**config.mk**
```make
export PLATFORM = sky130hd
export DESIGN_NAME = intel_hex_record_loader
export DESIGN_NICKNAME = d
export VERILOG_FILES = /design/src/hexrl_pkg.sv /design/src/hexrl_parser.sv /design/src/hexrl_out_reg.sv /design/src/intel_hex_record_loader.sv
export VERILOG_INCLUDE_DIRS = /design/src /design/src/src
export SDC_FILE = /design/constraint.sdc
export NUM_CORES = 1
export LEC_CHECK = 0
export BUFFER_PORTS_ARGS = -buffer_cell sky130_fd_sc_hd__clkbuf_2
export CORE_ASPECT_RATIO = 0.8
export CORE_MARGIN = 3
export CORE_UTILIZATION = 53
export DETAILED_ROUTE_END_ITERATION = 8
export PLACE_DENSITY = 0.72
export SYNTH_ARGS = -nofsm -noshare
export SYNTH_HDL_FRONTEND = slang
export SYNTH_SLANG_ARGS = --single-unit
```
**constraint.sdc**
```tcl
create_clock -name i_clk -period 6.2 [get_ports i_clk]
set_input_delay 0.62 -clock i_clk [delete_from_list [all_inputs] [get_ports i_clk]]
set_output_delay 0.62 -clock i_clk [all_outputs]
set_load 0.01 [all_outputs]
```
**src/intel_hex_record_loader_macros.svh**
```systemverilog
// Assertion macros shared by the Intel HEX record loader modules.
`ifndef INTEL_HEX_RECORD_LOADER_MACROS_SVH
`define INTEL_HEX_RECORD_LOADER_MACROS_SVH

// Same-cycle implication, disabled while reset is low.
`define HEXRL_ASSERT_IMP(label, clk, rst_n, ante, cons, msg) \
    label: assert property (@(posedge clk) disable iff (!(rst_n)) (ante) |-> (cons)) \
        else $error(msg);

// Next-cycle implication, disabled while reset is low.
`define HEXRL_ASSERT_NEXT(label, clk, rst_n, ante, cons, msg) \
    label: assert property (@(posedge clk) disable iff (!(rst_n)) (ante) |=> (cons)) \
        else $error(msg);

`endif

```
**src/hexrl_pkg.sv**
```systemverilog
// Shared types and constants of the Intel HEX record loader.
`default_nettype none

package hexrl_pkg;

    localparam int ADDRESS_BITS_DEFAULT = 16;

    localparam int CFG_BITS = 17;
    localparam logic [CFG_BITS-1:0] BUFFER_SIZE_RESET = 17'h10000;

    localparam logic [7:0] CHAR_COLON = 8'h3A;
    localparam logic [7:0] CHAR_SPACE = 8'h20;
    localparam logic [7:0] CHAR_LF    = 8'h0A;

    localparam logic [7:0] MARKER_LOW  = 8'hD7;
    localparam logic [7:0] MARKER_HIGH = 8'hFB;

    localparam logic [7:0] REC_DATA = 8'h00;
    localparam logic [7:0] REC_EOF  = 8'h01;

    localparam logic [1:0] STATUS_OK       = 2'd0;
    localparam logic [1:0] STATUS_OVERFLOW = 2'd1;
    localparam logic [1:0] STATUS_CHECKSUM = 2'd2;
    localparam logic [1:0] STATUS_MARKER   = 2'd3;

    localparam logic KIND_WRITE  = 1'b0;
    localparam logic KIND_STATUS = 1'b1;

    typedef struct packed {
        logic        kind;
        logic [15:0] address;
        logic [7:0]  data;
        logic [1:0]  status;
    } t_result;

endpackage

`default_nettype wire

```
**src/hexrl_parser.sv**
```systemverilog
// Record parser: parse state and the per-character next-state and result logic.
`default_nettype none
`include "intel_hex_record_loader_macros.svh"

module hexrl_parser #(
    parameter int ADDRESS_BITS = hexrl_pkg::ADDRESS_BITS_DEFAULT
) (
    input  wire logic                           i_clk,
    input  wire logic                           i_rst_n,
    input  wire logic                           i_en,
    input  wire logic [7:0]                     i_char,
    input  wire logic                           i_eoi,
    input  wire logic [hexrl_pkg::CFG_BITS-1:0] i_buffer_size,
    output logic                                o_res_valid,
    output hexrl_pkg::t_result                  o_res
);

    localparam logic [15:0] AddrMask = 16'((17'd1 << ADDRESS_BITS) - 17'd1);

    typedef enum logic [3:0] {
        PH_WAIT,
        PH_SKIP,
        PH_LEN,
        PH_ADDR_HI,
        PH_ADDR_LO,
        PH_TYPE,
        PH_DATA,
        PH_CHECK,
        PH_TAIL,
        PH_DONE
    } t_phase;

    t_phase      r_phase,       n_phase;
    logic [3:0]  r_high_nibble, n_high_nibble;
    logic        r_digit_half,  n_digit_half;
    logic [7:0]  r_sum,         n_sum;
    logic [7:0]  r_left,        n_left;
    logic [15:0] r_addr,        n_addr;
    logic [7:0]  r_type,        n_type;
    logic [1:0]  r_err,         n_err;
    logic        r_finished,    n_finished;
    logic [7:0]  r_mark_lo,     n_mark_lo;
    logic [7:0]  r_mark_hi,     n_mark_hi;

    logic [3:0]  digit;
    logic [7:0]  byte_val;
    logic [7:0]  sum_next;
    logic [16:0] rec_end;

    function automatic logic [3:0] digit_value(input logic [7:0] c);
        logic [3:0] v;
        v = 4'd0;
        if (c >= 8'h30 && c <= 8'h39) begin
            v = c[3:0];
        end else if ((c >= 8'h61 && c <= 8'h66) || (c >= 8'h41 && c <= 8'h46)) begin
            v = 4'(c[3:0] + 4'd9);
        end
        return v;
    endfunction

    // Where to go once a payload byte has been taken.
    function automatic t_phase after_payload(input logic [7:0] left, input logic [1:0] err);
        t_phase p;
        if (left != 8'd0) begin
            p = PH_DATA;
        end else if (err != hexrl_pkg::STATUS_OK) begin
            p = PH_DONE;
        end else begin
            p = PH_CHECK;
        end
        return p;
    endfunction

    assign digit    = digit_value(i_char);
    assign byte_val = {r_high_nibble, digit};
    assign sum_next = r_sum + byte_val;
    assign rec_end  = {1'b0, r_addr} + {9'd0, r_left};

    always_comb begin
        n_phase       = r_phase;
        n_high_nibble = r_high_nibble;
        n_digit_half  = r_digit_half;
        n_sum         = r_sum;
        n_left        = r_left;
        n_addr        = r_addr;
        n_type        = r_type;
        n_err         = r_err;
        n_finished    = r_finished;
        n_mark_lo     = r_mark_lo;
        n_mark_hi     = r_mark_hi;
        o_res_valid   = 1'b0;
        o_res         = '0;

        if (i_eoi) begin
            o_res_valid = 1'b1;
            o_res.kind  = hexrl_pkg::KIND_STATUS;
            o_res.status = r_err;
            if (r_err == hexrl_pkg::STATUS_OK &&
                (r_mark_lo != hexrl_pkg::MARKER_LOW || r_mark_hi != hexrl_pkg::MARKER_HIGH)) begin
                o_res.status = hexrl_pkg::STATUS_MARKER;
            end
            n_phase       = PH_WAIT;
            n_high_nibble = 4'd0;
            n_digit_half  = 1'b0;
            n_sum         = 8'd0;
            n_left        = 8'd0;
            n_addr        = 16'd0;
            n_type        = 8'd0;
            n_err         = hexrl_pkg::STATUS_OK;
            n_finished    = 1'b0;
            n_mark_lo     = 8'd0;
            n_mark_hi     = 8'd0;
        end else begin
            unique case (r_phase)
                PH_WAIT: begin
                    if (i_char == hexrl_pkg::CHAR_COLON) begin
                        n_sum        = 8'd0;
                        n_digit_half = 1'b0;
                        n_phase      = PH_LEN;
                    end else if (i_char != hexrl_pkg::CHAR_SPACE &&
                                 i_char != hexrl_pkg::CHAR_LF) begin
                        n_phase = PH_SKIP;
                    end
                end
                PH_SKIP, PH_TAIL: begin
                    if (i_char == hexrl_pkg::CHAR_LF) begin
                        n_phase = PH_WAIT;
                    end
                end
                PH_DONE: begin
                end
                PH_LEN, PH_ADDR_HI, PH_ADDR_LO, PH_TYPE, PH_DATA, PH_CHECK: begin
                    if (i_char == hexrl_pkg::CHAR_LF) begin
                        // A line end inside a record drops it without a checksum test.
                        n_digit_half = 1'b0;
                        n_phase = (r_err != hexrl_pkg::STATUS_OK) ? PH_DONE : PH_WAIT;
                    end else if (!r_digit_half) begin
                        n_high_nibble = digit;
                        n_digit_half  = 1'b1;
                    end else begin
                        n_digit_half = 1'b0;
                        n_sum        = sum_next;
                        unique case (r_phase)
                            PH_LEN: begin
                                n_left  = byte_val;
                                n_phase = PH_ADDR_HI;
                            end
                            PH_ADDR_HI: begin
                                n_addr  = {byte_val, 8'd0};
                                n_phase = PH_ADDR_LO;
                            end
                            PH_ADDR_LO: begin
                                n_addr  = {r_addr[15:8], byte_val};
                                n_phase = PH_TYPE;
                            end
                            PH_TYPE: begin
                                n_type = byte_val;
                                if (byte_val == hexrl_pkg::REC_DATA && rec_end > i_buffer_size) begin
                                    n_err = hexrl_pkg::STATUS_OVERFLOW;
                                end
                                n_phase = after_payload(r_left, n_err);
                            end
                            PH_DATA: begin
                                if (r_type == hexrl_pkg::REC_DATA &&
                                    {1'b0, r_addr} < i_buffer_size) begin
                                    if (r_addr == 16'd0) n_mark_lo = byte_val;
                                    if (r_addr == 16'd1) n_mark_hi = byte_val;
                                    o_res_valid   = 1'b1;
                                    o_res.kind    = hexrl_pkg::KIND_WRITE;
                                    o_res.address = r_addr & AddrMask;
                                    o_res.data    = byte_val;
                                end
                                n_addr  = r_addr + 16'd1;
                                n_left  = r_left - 8'd1;
                                n_phase = after_payload(n_left, r_err);
                            end
                            default: begin
                                // Checksum byte.
                                if (sum_next != 8'd0) begin
                                    n_err   = hexrl_pkg::STATUS_CHECKSUM;
                                    n_phase = PH_DONE;
                                end else if (r_type == hexrl_pkg::REC_EOF) begin
                                    n_finished = 1'b1;
                                    n_phase    = PH_DONE;
                                end else begin
                                    n_phase = PH_TAIL;
                                end
                            end
                        endcase
                    end
                end
                default: begin
                    n_phase = PH_WAIT;
                end
            endcase
        end
    end

    always_ff @(posedge i_clk) begin
        if (!i_rst_n) begin
            r_phase       <= PH_WAIT;
            r_high_nibble <= 4'd0;
            r_digit_half  <= 1'b0;
            r_sum         <= 8'd0;
            r_left        <= 8'd0;
            r_addr        <= 16'd0;
            r_type        <= 8'd0;
            r_err         <= hexrl_pkg::STATUS_OK;
            r_finished    <= 1'b0;
            r_mark_lo     <= 8'd0;
            r_mark_hi     <= 8'd0;
        end else if (i_en) begin
            r_phase       <= n_phase;
            r_high_nibble <= n_high_nibble;
            r_digit_half  <= n_digit_half;
            r_sum         <= n_sum;
            r_left        <= n_left;
            r_addr        <= n_addr;
            r_type        <= n_type;
            r_err         <= n_err;
            r_finished    <= n_finished;
            r_mark_lo     <= n_mark_lo;
            r_mark_hi     <= n_mark_hi;
        end
    end

    `HEXRL_ASSERT_IMP(a_finished_stops, i_clk, i_rst_n, r_finished, r_phase == PH_DONE,
        "finished load is not stopped")
    `HEXRL_ASSERT_IMP(a_error_phase, i_clk, i_rst_n, r_err != hexrl_pkg::STATUS_OK,
        r_phase == PH_DATA || r_phase == PH_DONE, "pending error outside data or done")
    `HEXRL_ASSERT_IMP(a_half_in_record, i_clk, i_rst_n, r_digit_half,
        r_phase == PH_LEN || r_phase == PH_ADDR_HI || r_phase == PH_ADDR_LO ||
        r_phase == PH_TYPE || r_phase == PH_DATA || r_phase == PH_CHECK,
        "half digit held outside a record")

endmodule

`default_nettype wire

```
**src/hexrl_out_reg.sv**
```systemverilog
// Result register between the parser and the output channel.
`default_nettype none

module hexrl_out_reg (
    input  wire logic               i_clk,
    input  wire logic               i_rst_n,
    input  wire logic               i_load,
    input  wire logic               i_res_valid,
    input  wire hexrl_pkg::t_result i_res,
    input  wire logic               i_stall,
    output logic                    o_valid,
    output logic                    o_free,
    output hexrl_pkg::t_result      o_res
);

    logic               r_valid, n_valid;
    hexrl_pkg::t_result r_res;

    // The slot can take a new result when empty or when its request leaves now.
    assign o_free = !r_valid || !i_stall;

    always_comb begin
        n_valid = r_valid;
        if (i_load) begin
            n_valid = i_res_valid;
        end else if (!i_stall) begin
            n_valid = 1'b0;
        end
    end

    always_ff @(posedge i_clk) begin
        if (!i_rst_n) begin
            r_valid <= 1'b0;
        end else begin
            r_valid <= n_valid;
        end
    end

    always_ff @(posedge i_clk) begin
        if (i_load && i_res_valid) begin
            r_res <= i_res;
        end
    end

    assign o_valid = r_valid;
    assign o_res   = r_res;

endmodule

`default_nettype wire

```
**src/intel_hex_record_loader.sv**
```systemverilog
// Intel HEX record loader: one character in per cycle while the output does not stall, one request out at most.
// A request taken at a clock edge is held in the input register and parsed once the result slot
// can take its outcome; its result is registered in that slot and leaves at an edge where the output does not stall.
// Throughput is one character per cycle while the output does not stall, set by the single parse step per character.
// Synchronous active-low reset clears the parse state and sets buffer_size to 65536.
`default_nettype none
`include "intel_hex_record_loader_macros.svh"

module intel_hex_record_loader #(
    parameter int ADDRESS_BITS = hexrl_pkg::ADDRESS_BITS_DEFAULT
) (
    input  wire logic                           i_clk,
    input  wire logic                           i_rst_n,
    input  wire logic                           i_cfg_we,
    input  wire logic [hexrl_pkg::CFG_BITS-1:0] i_cfg_data,
    input  wire logic                           i_valid,
    output logic                                o_stall,
    input  wire logic [7:0]                     i_character,
    input  wire logic                           i_end_of_input,
    output logic                                o_valid,
    input  wire logic                           i_stall,
    output logic                                o_result_kind,
    output logic [15:0]                         o_write_address,
    output logic [7:0]                          o_write_data,
    output logic [1:0]                          o_load_status
);

    logic [hexrl_pkg::CFG_BITS-1:0] r_buffer_size;

    logic       r_in_valid, n_in_valid;
    logic [7:0] r_in_char;
    logic       r_in_eoi;

    logic               advance;
    logic               out_free;
    logic               res_valid;
    hexrl_pkg::t_result res;
    hexrl_pkg::t_result out_res;

    always_ff @(posedge i_clk) begin
        if (!i_rst_n) begin
            r_buffer_size <= hexrl_pkg::BUFFER_SIZE_RESET;
        end else if (i_cfg_we) begin
            r_buffer_size <= i_cfg_data;
        end
    end

    // The held character is parsed when the result slot can take its outcome.
    assign advance = r_in_valid && out_free;
    assign o_stall = r_in_valid && !advance;

    always_comb begin
        n_in_valid = r_in_valid;
        if (i_valid && !o_stall) begin
            n_in_valid = 1'b1;
        end else if (advance) begin
            n_in_valid = 1'b0;
        end
    end

    always_ff @(posedge i_clk) begin
        if (!i_rst_n) begin
            r_in_valid <= 1'b0;
        end else begin
            r_in_valid <= n_in_valid;
        end
    end

    always_ff @(posedge i_clk) begin
        if (i_valid && !o_stall) begin
            r_in_char <= i_character;
            r_in_eoi  <= i_end_of_input;
        end
    end

    hexrl_parser #(
        .ADDRESS_BITS (ADDRESS_BITS)
    ) u_parser (
        .i_clk         (i_clk),
        .i_rst_n       (i_rst_n),
        .i_en          (advance),
        .i_char        (r_in_char),
        .i_eoi         (r_in_eoi),
        .i_buffer_size (r_buffer_size),
        .o_res_valid   (res_valid),
        .o_res         (res)
    );

    hexrl_out_reg u_out_reg (
        .i_clk       (i_clk),
        .i_rst_n     (i_rst_n),
        .i_load      (advance),
        .i_res_valid (res_valid),
        .i_res       (res),
        .i_stall     (i_stall),
        .o_valid     (o_valid),
        .o_free      (out_free),
        .o_res       (out_res)
    );

    assign o_result_kind   = out_res.kind;
    assign o_write_address = out_res.address;
    assign o_write_data    = out_res.data;
    assign o_load_status   = out_res.status;

    `HEXRL_ASSERT_IMP(a_stall_needs_item, i_clk, i_rst_n, o_stall, r_in_valid,
        "input stalled with no held request")
    `HEXRL_ASSERT_NEXT(a_held_item_kept, i_clk, i_rst_n, o_stall,
        r_in_valid && $stable(r_in_char) && $stable(r_in_eoi), "held request changed")
    `HEXRL_ASSERT_IMP(a_write_status_zero, i_clk, i_rst_n,
        o_valid && o_result_kind == hexrl_pkg::KIND_WRITE,
        o_load_status == hexrl_pkg::STATUS_OK, "write request carries a status")

endmodule

`default_nettype wire

```
# After elaboration in Yosys (flattened, before gate mapping)
# Cells that the tools add are included.
[classes] div_mod_pow=0 mul=0 n_mux=88 n_lt_le_gt_ge=8 reduce_logical=56 addsub=5 shift=0 bitwise=4 n_eq_ne=29
[ops] operator="$mux 8" count=27
[ops] operator="$mux 25" count=4
[ops] operator="$mux 4" count=17
[ops] operator="$mux 16" count=4
[ops] operator="$pmux 16 s3" count=1
[ops] operator="$pmux 8 s2" count=2
[ops] operator="$reduce_and 5->1" count=5
[ops] operator="$mux 2" count=12
[ops] operator="$mux 24" count=1
[ops] operator="$reduce_bool 8->1" count=3
[ops] operator="$pmux 4 s5" count=1
[ops] operator="$reduce_bool 2->1" count=10
[ops] operator="$add 16x8->17" count=1
[ops] operator="$gt 17x17->1" count=1
[ops] operator="$lt 16x17->1" count=1
[ops] operator="$add 16x1->16 const B" count=1
[ops] operator="$eq 16x1->1 const B" count=1
[ops] operator="$eq 4x3->1 const B" count=4
[ops] operator="$ge 8x7->1 const B" count=2
[ops] operator="$le 8x7->1 const B" count=2
[ops] operator="$logic_not 16->1" count=1
[ops] operator="$logic_not 8->1" count=2
[ops] operator="$mux 1" count=16
[ops] operator="$ne 8x8->1 const B" count=2
[ops] operator="other kinds (36)" count=69
[totals] rom_bits=0 memories=0 ff_bits=122 mem_bits_rw=0 latch_bits=0

# Depth between registers and ports, before layout
# Gate-level depths: netlist (run 1).
[depth] word_depth=21 ltp_mapped=16 depth_no_buf=16

# Modules after synthesis
# Synthesis (run 1) repeated with hierarchy kept, for this count alone.
[hier_totals] cells_unflattened=853 hier_area_um2=7534.7
[by_module_without_submodules] mod="hexrl_parser" area_per_inst_um2=5704.2 seq_area_each_um2=1341.3 n_inst=1 cells_each=753
[by_module_without_submodules] mod="intel_hex_record_loader" area_per_inst_um2=965.9 seq_area_each_um2=630.6 n_inst=1 cells_each=68
[by_module_without_submodules] mod="hexrl_out_reg" area_per_inst_um2=864.6 seq_area_each_um2=830.8 n_inst=1 cells_each=32

# Worst setup path after synthesis (run 1)
# No wires, ideal clock.
[synth_timing] path_type="reg-to-reg" from="reg u_parser.r_left[0]" to="reg u_parser.r_phase[2]" setup_slack_ns=2.572 arrival_ns=3.490 required_ns=6.062 synth_period_minus_slack_ns=3.628 setup_ns=0.138 n_path_buf=0 path_stages_with_launch=17 path_cell_list="dfxtp_1 ha_1 inv_1 fa_1 nor2b_1 o21ai_0 a21boi_0 o21ai_0 a211oi_1 xor2_1 ha_1 nand4_1 or3_1 a21o_1 o211a_1 o311ai_1 o211ai_1"
[synth_between] elab_chain_len=17
[synth_rtl] item="start: declaration" line_no="hexrl_parser.sv:37" rtl="logic [7:0] r_left, n_left;"
[synth_rtl] item="start signal: assignment" line_no="hexrl_parser.sv:217" rtl="r_left <= n_left;"
[synth_rtl] item="$add 16x8->17" line_no="hexrl_parser.sv:77" rtl="assign rec_end = {1'b0, r_addr} + {9'd0, r_left};"
[synth_rtl] item="$gt 17x17->1" line_no="hexrl_parser.sv:158" rtl="if (byte_val == hexrl_pkg::REC_DATA && rec_end > i_buffer_size) begin"
[synth_rtl] item="$logic_and 1x1->1" line_no="hexrl_parser.sv:158"
[synth_rtl] item="$mux 2" line_no="hexrl_parser.sv:158"
[synth_rtl] item="$mux 2" line_no="hexrl_parser.sv:143" rtl="unique case (r_phase)"
[synth_rtl] item="$mux 2" line_no="hexrl_parser.sv:137" rtl="end else if (!r_digit_half) begin"
[synth_rtl] item="$mux 2" line_no="hexrl_parser.sv:133" rtl="if (i_char == hexrl_pkg::CHAR_LF) begin"
[synth_rtl] item="$mux 2" line_no="hexrl_parser.sv:114" rtl="unique case (r_phase)"
[synth_rtl] item="$mux 2" line_no="hexrl_parser.sv:94" rtl="if (i_eoi) begin"
[synth_rtl] item="$reduce_bool 2->1" line_no="hexrl_parser.sv:66" rtl="end else if (err != hexrl_pkg::STATUS_OK) begin"
[synth_rtl] item="$mux 4" line_no="hexrl_parser.sv:66"
[synth_rtl] item="$mux 4" line_no="hexrl_parser.sv:64" rtl="if (left != 8'd0) begin"
[synth_rtl] item="$pmux 4 s5 (*)" line_no="hexrl_parser.sv:143"
[synth_rtl] item="$mux 4 (*)" line_no="hexrl_parser.sv:137"
[synth_rtl] item="$mux 4 (*)" line_no="hexrl_parser.sv:133"
[synth_rtl] item="$pmux 4 s4 (*)" line_no="hexrl_parser.sv:114"
[synth_rtl] item="$mux 4 (*)" line_no="hexrl_parser.sv:94"
[synth_rtl] item="end signal: assignment" line_no="hexrl_parser.sv:213" rtl="r_phase <= n_phase;"
[synth_rtl] item="end: declaration" line_no="hexrl_parser.sv:33" rtl="t_phase r_phase, n_phase;"
# Mark *: on every way between the ends. The rest lies on a longest branch, timed or not. The select of a mux whose other input is x is not followed.
# A chain may end at the register's enable or synchronous reset.

# Worst setup path after layout (run 1)
# Same ends and word-level chain as after synthesis.

==> results, run 1 <==
- The flow ran to the end, and the final reports show no timing, DRC or antenna violations.
- The number of antenna violations at the first check in global routing is 0.
- The number of DRC violations after detailed-routing iteration 0 is 800.
- For this run, the register share of the synthesized area comes to a little over a third.
- The library cell with the largest summed area after synthesis is sky130_fd_sc_hd__dfxtp_1.
- For the pin with the worst max-slew slack, the measured transition is around 1.2 ns.
- The first global-routing pass estimated ~34000 um of wire.
- The commonest cells after synthesis are 86 x sky130_fd_sc_hd__dfxtp_1, 85 x sky130_fd_sc_hd__nor2_1, 81 x sky130_fd_sc_hd__nand2_1.
- The worst setup path is captured at a register.
- In the finished design, the share of the clock period the worst path needs comes to 67.96%.
- Buffers inserted during clock tree synthesis total 17.
- Across the run, the number of max-cap violations was 0.
- The count of cell types in the netlist is between 90 and 100.
- After detailed routing, the met2 layer carries approximately 8600 um of wire.
- For the final database, setup skew stands at 0.009561 ns.
- The placed wire-length estimate is 15180 um.
- In the routed design, unresolved DRC markers number 0.
- The count of hold buffers inserted by post-cts repair is 0.
- Yosys instantiated no cell more often than sky130_fd_sc_hd__dfxtp_1.
- Timing would allow up to approximately 240 MHz.
- In the final layout, the share of cells above drive strength 1 is around 15%.
- Summed over its instances, the top area cell type makes up 21.42% of the synthesized netlist area.
- Setup repair after global routing left no endpoint under its margin.
- The max-slew violation total from the final report is 0.
- The post-layout minimum cycle time is about 4.2 ns.
- The post-synth design cell area is between 8000 and 9000 sq um.
- The die covers around 17000 sq um.
- Yosys attributes the largest share of cell area to sky130_fd_sc_hd__dfxtp_1 21%, sky130_fd_sc_hd__edfxtp_1 13%, sky130_fd_sc_hd__ha_1 8.9%.
- The synthesized design contains 36 enable-type register cells.
- For this block, wires on met1 add up to about 10000 um.
- Signal routing reaches up to met4.
- For the worst setup path, the data required time is between 6 and 7 ns.
- Entering global routing, the biggest net connects between 40 and 50 pins.
- The longest clock path from root to sink contains 2 buffers.
- The fraction of registers with async set/reset is 0%.
- Counting instances, the worst hold path has a depth of 1.
- The routed via count is approximately 7000.
- The core outline area is about 15000 sq um.
- The routed wire length is about 21000 um.
- The final RePlAce weighted congestion is 0.9333.
- The end point of the worst hold path is r_in_char[4].
- From left edge to right edge, the die measures ~140 um.
- The synthesized area per cell is roughly 9 sq um.
- The number of buffers inserted by post-CTS setup repair is 0.
- The final hold violation count is 0.
- At the later pin of the worst-skew pair, clock insertion delay measures approximately 0.43 ns.
- After clock tree synthesis, the clock-pin slew on the worst setup and hold paths is around 0.06 ns.
- In this run the power density over the cells is 217.7 nW/um^2.
- The H-tree depth is 4.
- Summed over all layers, the global routing overflow is 0.
- The worst register-to-register path ends at u_parser.r_phase[2].
- The number of routed nets with antenna violations is 0.
- The worst register-to-register path begins at u_parser.r_left[0].
- The number of setup violations in the final report is 0.
- The signed area change from the synthesized netlist to the final layout is 12.08%.
- The beginning of the worst hold path is i_character[4].
- The number of placed instances, taps included, is approximately 1100.
- The worst min-delay path category is in -> reg.
- The via count of the first global-routing pass is 6290.
- The final net count is slightly above 1000.
- The number of instances in the synthesized netlist is 905.
- The number of rows created at floorplan is 39.
- The met3 wirelength from detailed routing is 1951 um.
- The total of cells resized after clock tree synthesis is 0.
- Data on the critical path arrives at its endpoint at roughly 4.5 ns.
- The most used flip-flop cell after synthesis is sky130_fd_sc_hd__dfxtp_1.
- The number of top-level design ports is 60.
- Once the floorplan was initialized, standard cells occupied approximately 55% of the core.
- The number of storage elements in the synthesis netlist is ~120.
- Summed over all cells, the static leakage comes to around 3.7 nW.
- The final-layout setup total negative slack is 0 ns.
- In the final routed layout, each cell accounts on average for between 15 and 20 um.
- The worst slew margin relative to its limit is a little under a quarter.
- TritonCTS built the clock tree.
- Measured in cells, the most critical reg-to-reg path has a length of 16.
- CTS saw ~120 sinks.
- STA classifies the critical path startpoint as a register.
- Global routing used around a quarter of the available tracks.
- Counting every net in the synthesized netlist gives about 1000.
- The root cell of the clock tree is sky130_fd_sc_hd__clkbuf_16.
- Across all register-to-register paths, the minimum setup slack is approximately 2 ns.
- The overall die height is roughly 120 um.
- The warning count from the yosys run is 0.
- The total iterations of the first detailed-routing run is 5.
- The final standard cell count with taps included and fillers excluded is roughly 1100.
- In this run the tool buffered the top-level ports with 59 buffer cells.
- The number of antenna diodes in the final layout is 0.
- Dividing the detail-routed via count by the number of cells gives 6.136.
- Of all nets on the critical path, the largest fanout is 9.
- The critical path start-end classification is reg -> reg.
- The peak supply drop is 0.2891 mV.
## metal layers
metal  up-vias  GRT usage, %
li1       3366             -
met5         -             0
met2       332         36.69
met3        36         5.935
met4         0         7.026
met1      3237         39.23
## worst max-delay path: stages, from the launching register on
cell and delay (ns):
sky130_fd_sc_hd__dfxtp_1 0.47, sky130_fd_sc_hd__ha_1 0.25, sky130_fd_sc_hd__inv_1 0.06, sky130_fd_sc_hd__fa_1 0.40
sky130_fd_sc_hd__nor2b_1 0.12, sky130_fd_sc_hd__o21ai_0 0.10, sky130_fd_sc_hd__a21boi_0 0.26, sky130_fd_sc_hd__o21ai_0 0.27
sky130_fd_sc_hd__a211oi_1 0.37, sky130_fd_sc_hd__xor2_1 0.12, sky130_fd_sc_hd__ha_1 0.32, sky130_fd_sc_hd__nand4_1 0.12
sky130_fd_sc_hd__or3_1 0.43, sky130_fd_sc_hd__a21o_1 0.19, sky130_fd_sc_hd__o211a_1 0.12, sky130_fd_sc_hd__o311ai_1 0.35
sky130_fd_sc_hd__o211ai_1 0.14
## final cells by class
cell class / instances / area (sq um)
Clock buffer: 23 / 510.5
Clock inverter: 9 / 85.08
Fill cell: 1278 / 5532
Inverter: 46 / 177.7
Multi-Input combinational cell: 686 / 4856
Sequential cell: 122 / 2803
Tap cell: 184 / 230.2
Timing Repair Buffer: 66 / 347.8
## stage by stage
stage          power [mW]  utilization (%)  cell area (sq um)  worst slack [ns]  hold slack [ns]
6_report            1.962            61.96               9010             1.986           0.3746
2_1_floorplan      0.9500                -               8039             2.572           0.4302
4_1_cts             1.967            61.96               9010             2.077           0.3675
3_3_place_gp       0.9896            57.86               8414             2.229           0.4406
5_1_grt             2.028            61.96               9010             1.769           0.3654
3_5_place_dp       0.9908            57.86               8414             2.114           0.4454
## power breakdown
group          total (mW)  internal, mW  switching, mW
sequential          0.847         0.834         0.0126
clock               0.985         0.620          0.365
combinational       0.130        0.0460         0.0840
total                1.96          1.50          0.461
## placed cells by master, fill, tap and decap left out, types with 16 or more instances in the layout
master and count:
sky130_fd_sc_hd__mux2i_1 43, sky130_fd_sc_hd__nor2_1 85, sky130_fd_sc_hd__xnor2_1 21, sky130_fd_sc_hd__a21oi_1 51, sky130_fd_sc_hd__nand2_1 81, sky130_fd_sc_hd__clkbuf_2 59
sky130_fd_sc_hd__or3_1 16, sky130_fd_sc_hd__nor3_1 30, sky130_fd_sc_hd__edfxtp_1 36, sky130_fd_sc_hd__and2_1 20, sky130_fd_sc_hd__clkbuf_16 19, sky130_fd_sc_hd__dfxtp_1 86
sky130_fd_sc_hd__nand3_1 32, sky130_fd_sc_hd__o21ai_0 19, sky130_fd_sc_hd__inv_1 42, sky130_fd_sc_hd__ha_1 57
## state kept, by name (all words and copies together) (netlist names)
signal	cells
r_in_valid	1
r_in_eoi	1
u_parser.r_mark_lo	8
u_parser.r_phase	4
u_parser.r_type	8
u_out_reg.o_res	27
u_out_reg.o_valid	1
r_in_char	8
u_parser.r_sum	8
u_parser.r_addr	16
u_parser.r_high_nibble	4
u_parser.r_left	8
u_parser.r_err	2
u_parser.r_digit_half	1
u_parser.r_mark_hi	8
r_buffer_size	17
## how the worst max path moves through the flow
stage                             startpoint                  end  slack [ns]
after floorplan           u_parser.r_left[0]  u_parser.r_phase[2]        2.57
after global placement    u_parser.r_left[0]  u_parser.r_phase[2]        2.23
after detailed placement  u_parser.r_left[0]  u_parser.r_phase[2]        2.11
after CTS                 u_parser.r_left[0]    u_parser.r_err[1]        2.08
after global routing      u_parser.r_left[0]  u_parser.r_phase[2]        1.77
final                     u_parser.r_left[0]  u_parser.r_phase[2]        1.99
## cell families after synthesis
| kind of cell | Yosys count | synth area share, % |
|---|---|---|
| buffers and inverters | 97 | 4.949 |
| and+or+nand+nor | 357 | 23.75 |
| xor gates and xnor gates | 33 | 3.595 |
| DFF | 122 | 34.86 |
| muxes | 44 | 5.494 |
| AOI/OAI and AO/OA | 193 | 17.98 |
| adders and majority gates | 59 | 9.370 |
Power figures use the tool's default switching activity.
==> inputs of run 2 (changes only) <==
ABC_AREA = 1   (was default)
PLACE_DENSITY = 0.75   (was 0.72)
clock period = 3.4 ns   (was 6.2 ns; I/O delays follow)
==> results, run 2 <==
- The flow ran to the end, but the final reports show violations.
- The final reports fail on setup timing.
- The number of instances in the synthesized netlist came to 1021 (+13%).
- The clock transition time at the flip-flop clock pins of the worst setup and hold paths is 0.06 ns (about the same).
- The starting density of the core is 55.08% (-0.20 points).
- The power density over the cells is 403.7 nW/um^2 (+85%).
- The number of top-level design ports is 60 (unchanged).
- The total nets after synthesis was 1111 (+12%).
- The residual overflow from global routing is 0 (unchanged).
- The via count of the first global-routing pass came to 6502 (+3.4%).
- The post-synthesis share of cell area spent on full adders, half adders and majority gates was 9.952% (+0.58 points).
- The cell repeated most along the worst path is sky130_fd_sc_hd__nand2_1.
- The count of buffers inserted at the top-level ports was 59 (unchanged).
- The count of hold buffers inserted by post-cts repair is 0 (unchanged).
- The depth of the worst hold-timing path was 1 (unchanged).
- The count of cell types in the netlist came to 58 (-40%).
- The routed wire length is 20240 um (-4.4%).
- The worst reg-to-reg path cell count is 28 (+12).
- The clock network latency to the later pin of the worst-skew pair is 0.42 ns (about the same).
- The number of buffers created by CTS was 17 (unchanged).
- The H-tree depth was 4 (unchanged).
- The routed via count is 7137 (+2.4%).
- The highest clock frequency the design can meet was 272.8 MHz (+15%).
- Sorting the synthesized cells by area gives the leading types as sky130_fd_sc_hd__dfxtp_1 23%, sky130_fd_sc_hd__edfxtp_1 14%, sky130_fd_sc_hd__ha_1 9.4%.
- The synthesized area per cell was 7.413 sq um (-17%).
- The post-layout minimum cycle time is 3.665 ns (-0.5486 ns).
- The critical path start-end classification is reg -> reg.
- The total iterations of the first detailed-routing run was 5 (unchanged).
- The delay of the slowest cell on the worst path is 0.36 ns (-0.11 ns).
- The mux cell area share after synthesis is 0% (-5.5 points).
- The fraction of synthesized cell area in xor and xnor cells is 2.893% (-0.70 points).
- The library cell with the largest summed area after synthesis is sky130_fd_sc_hd__dfxtp_1.
- The number of routed nets with antenna violations is 0 (unchanged).
- The setup clock skew after layout was 0.01019 ns (+0.0006252 ns).
- The share of the synthesized area in the top cell type is 22.75% (+1.3 points).
- The max-slew violation total from the final report was 0 (unchanged).
- In the synthesized netlist the dominant register cell turns out to be sky130_fd_sc_hd__dfxtp_1.
- The data arrival time of the worst path is 4.02 ns (-0.48 ns).
- Setup repair after global routing could not meet its margin everywhere.
- The number of DRC violations after detailed-routing iteration 0 is 692 (-14%).
- The number of setup violations in the final report is 5 (+5).
- The CTS sink count came to 122 (unchanged).
- TritonCTS built the clock tree.
- The top cell types in the final layout, fill and taps aside, are 182 x sky130_fd_sc_hd__nand2_1, 138 x sky130_fd_sc_hd__inv_1, 105 x sky130_fd_sc_hd__nor2_1, 104 x sky130_fd_sc_hd__a21oi_1, 83 x sky130_fd_sc_hd__dfxtp_1.
- The wire length of the first global-routing pass is 32310 um (-3.7%).
- The placed wire-length estimate was 14840 um (-2.2%).
- The width of the chip is 139.6 um (-2.8%).
- The number of diodes is 0 (unchanged).
- By instance count, the leading cell after synthesis is sky130_fd_sc_hd__nand2_1.
- The average wire per cell in the routed design is 15.36 um (-18%).
- The number of enable flip-flop cells after synthesis is 36 (unchanged).
- The worst setup path is launched from a register.
- The final net count is 1215 (+18%).
- The share of final-layout standard cells stronger than drive strength 1 is 19.16% (+4.0 points).
- The basic-gate share of the synthesized area counting and, or, nand and nor cells was 25.14% (+1.4 points).
- The post-route standard cell area excluding fillers came to 9026 sq um (+0.18%).
- The final worst slack was -0.2652 ns (-2.251 ns).
- The total routing usage reported by global routing is 25.41% (-0.39 points).
- The post-route clock period utilization is 107.8% (+40 points).
- The number of rows created at floorplan is 38 (-2.6%).
- The final hold violation count is 0 (unchanged).
- The standby leakage power is 4.122 nW (+11%).
- The DRC violation count after routing came to 0 (unchanged).
- The share of the synthesized area in compound gates (AO/OA/AOI/OAI) is 15.97% (-2.0 points).
- The fraction of registers with async set/reset came to 0% (unchanged).
- The peak supply drop is 0.3418 mV (+18%).
- The data required time at the worst endpoint was 3.75 ns (-2.74 ns).
- The signed area change from the synthesized netlist to the final layout is 19.26%.
- The placed cell area is 8356 sq um (-0.70%).
- The average vias per placed instance is 5.415 (-12%).
- The final-layout setup total negative slack is -1.184 ns (-1.184 ns).
- The root cell of the clock tree is sky130_fd_sc_hd__clkbuf_16.
- The worst slew margin relative to its limit came to 37.80% (+15 points).
- The post-synth design cell area is 7569 sq um (-5.9%).
- The warning count from the yosys run is 0 (unchanged).
- The final RePlAce weighted congestion is 0.9849 (+5.5%).
- The flip-flop count of the largest register after layout was 27 (unchanged).
- The proportion of synthesized chip area in sequential cells is 37.03% (+2.2 points).
- The largest net degree at the start of global routing is 46 (-6.1%).
- The worst hold path belongs to the class in -> reg.
- The number of antenna violations at the first check in global routing is 0 (unchanged).
- The largest family of logic cells by synthesized area is simple AND/OR/NAND/NOR gates.
- Among all stages on the critical path, the largest delay is contributed by sky130_fd_sc_hd__dfxtp_4.
- The core outline area is 13740 sq um (-5.5%).
- The number of storage elements in the synthesis netlist is 122 (unchanged).
- The overall die height is 112.9 um (-2.8%).
- The number of violations of the max-capacitance limit is 0 (unchanged).
- The floorplan die area was 15760 sq um (-5.6%).
- The pin slew with the least headroom to its limit was 0.9317 ns (-0.2286 ns).
- The worst-path maximum fanout is 3 (-6).
- After synthesis, the most frequently instantiated cells are 188 x sky130_fd_sc_hd__nand2_1, 143 x sky130_fd_sc_hd__inv_1, 109 x sky130_fd_sc_hd__nor2_1.
- The worst setup path is captured at a register.
- The maximum count of clock buffers along a single path is 2 (unchanged).
- Leaving out fill and tap cells, the most frequent cell in the layout is sky130_fd_sc_hd__nand2_1.
run 2: cell count changes after synthesis, sizes merged, moves of 16 or more:
cell	previous run	this run
a21oi	55	108
and2	20	1
clkbuf	35	12
inv	45	158
mux2i	43	0
nand2	81	198
nor2	86	118
nor3	32	15
o21ai	22	77
xnor2	21	5
run 2: cells by family (layout without fill, tap and decap cells):
group                      count (synthesis)  in the layout
DFF                                      122            122
and+or+nand+nor                          416            416
adders and majority gates                 59             59
xor gates and xnor gates                  25             25
buffers and inverters                    179            296
AOI/OAI and AO/OA                        220            220
run 2: what timing repair did:
item / in CTS / in global routing
setup buffers: 1 / 3
pin swaps: 16 / 17
gates resized for setup: 8 / 16
setup endpoints to repair: 5 / 6
run 2: area by class of cell:
type	instances	area [sq um]
tap	180	225.2
inverter	159	599.3
fill	1154	4715
sequential	122	2809
multi-input combinational	720	4174
clock buffer	18	450.4
timing repair buffer	105	640.6
clock inverter	14	127.6
run 2: path summary, 6_finish.rpt:
path                                            start                     to  slack (ns)
worst max register to register     u_parser.r_addr[0]      u_parser.r_err[0]       -0.27
worst min register to register  u_parser.r_mark_hi[3]  u_parser.r_mark_hi[3]        0.47
worst min-delay path                   i_character[6]           r_in_char[6]         0.1
worst max-delay path               u_parser.r_addr[0]      u_parser.r_err[0]       -0.27
run 2: routing by layer:
layer / share of wire [%] / vias up / global-route usage [%]
li1: - / 3617 / -
met1: 48 / 3181 / 37.58
met2: 42 / 303 / 37.54
met3: 8.2 / 36 / 4.858
met4: 2.1 / 0 / 8.328
met5: 0 / - / 0
run 2: worst max-delay path, delay by kind of cell, from the launching register on:
| kind | cells | cell delay (ns) |
|---|---|---|
| AOI/OAI and AO/OA | 5 | 0.59 |
| and+or+nand+nor | 15 | 1.40 |
| buffers and inverters | 4 | 0.33 |
| xor gates and xnor gates | 1 | 0.14 |
| adders and majority gates | 3 | 0.76 |
| DFF | 1 | 0.36 |
run 2: power by group:
part	internal, mW	total (mW)	switching (mW)
Clock	1.01	1.78	0.773
Sequential	1.54	1.56	0.0255
Combinational	0.0995	0.303	0.203
Total	2.64	3.64	1.00
run 2: metrics by stage:
step	cells	setup WS (ns)	hold WS [ns]	utilization (%)	total power, mW
after CTS	1315	-0.2756	0.08935	65.18	3.646
after global routing	1318	-0.5090	0.08352	65.69	3.769
after global placement	1282	-0.2434	0.4511	60.81	1.875
after detailed placement	1282	-0.3558	0.4571	60.81	1.882
final	1318	-0.2652	0.09873	65.69	3.644
after floorplan	1021	-0.05649	0.4206	-	1.784
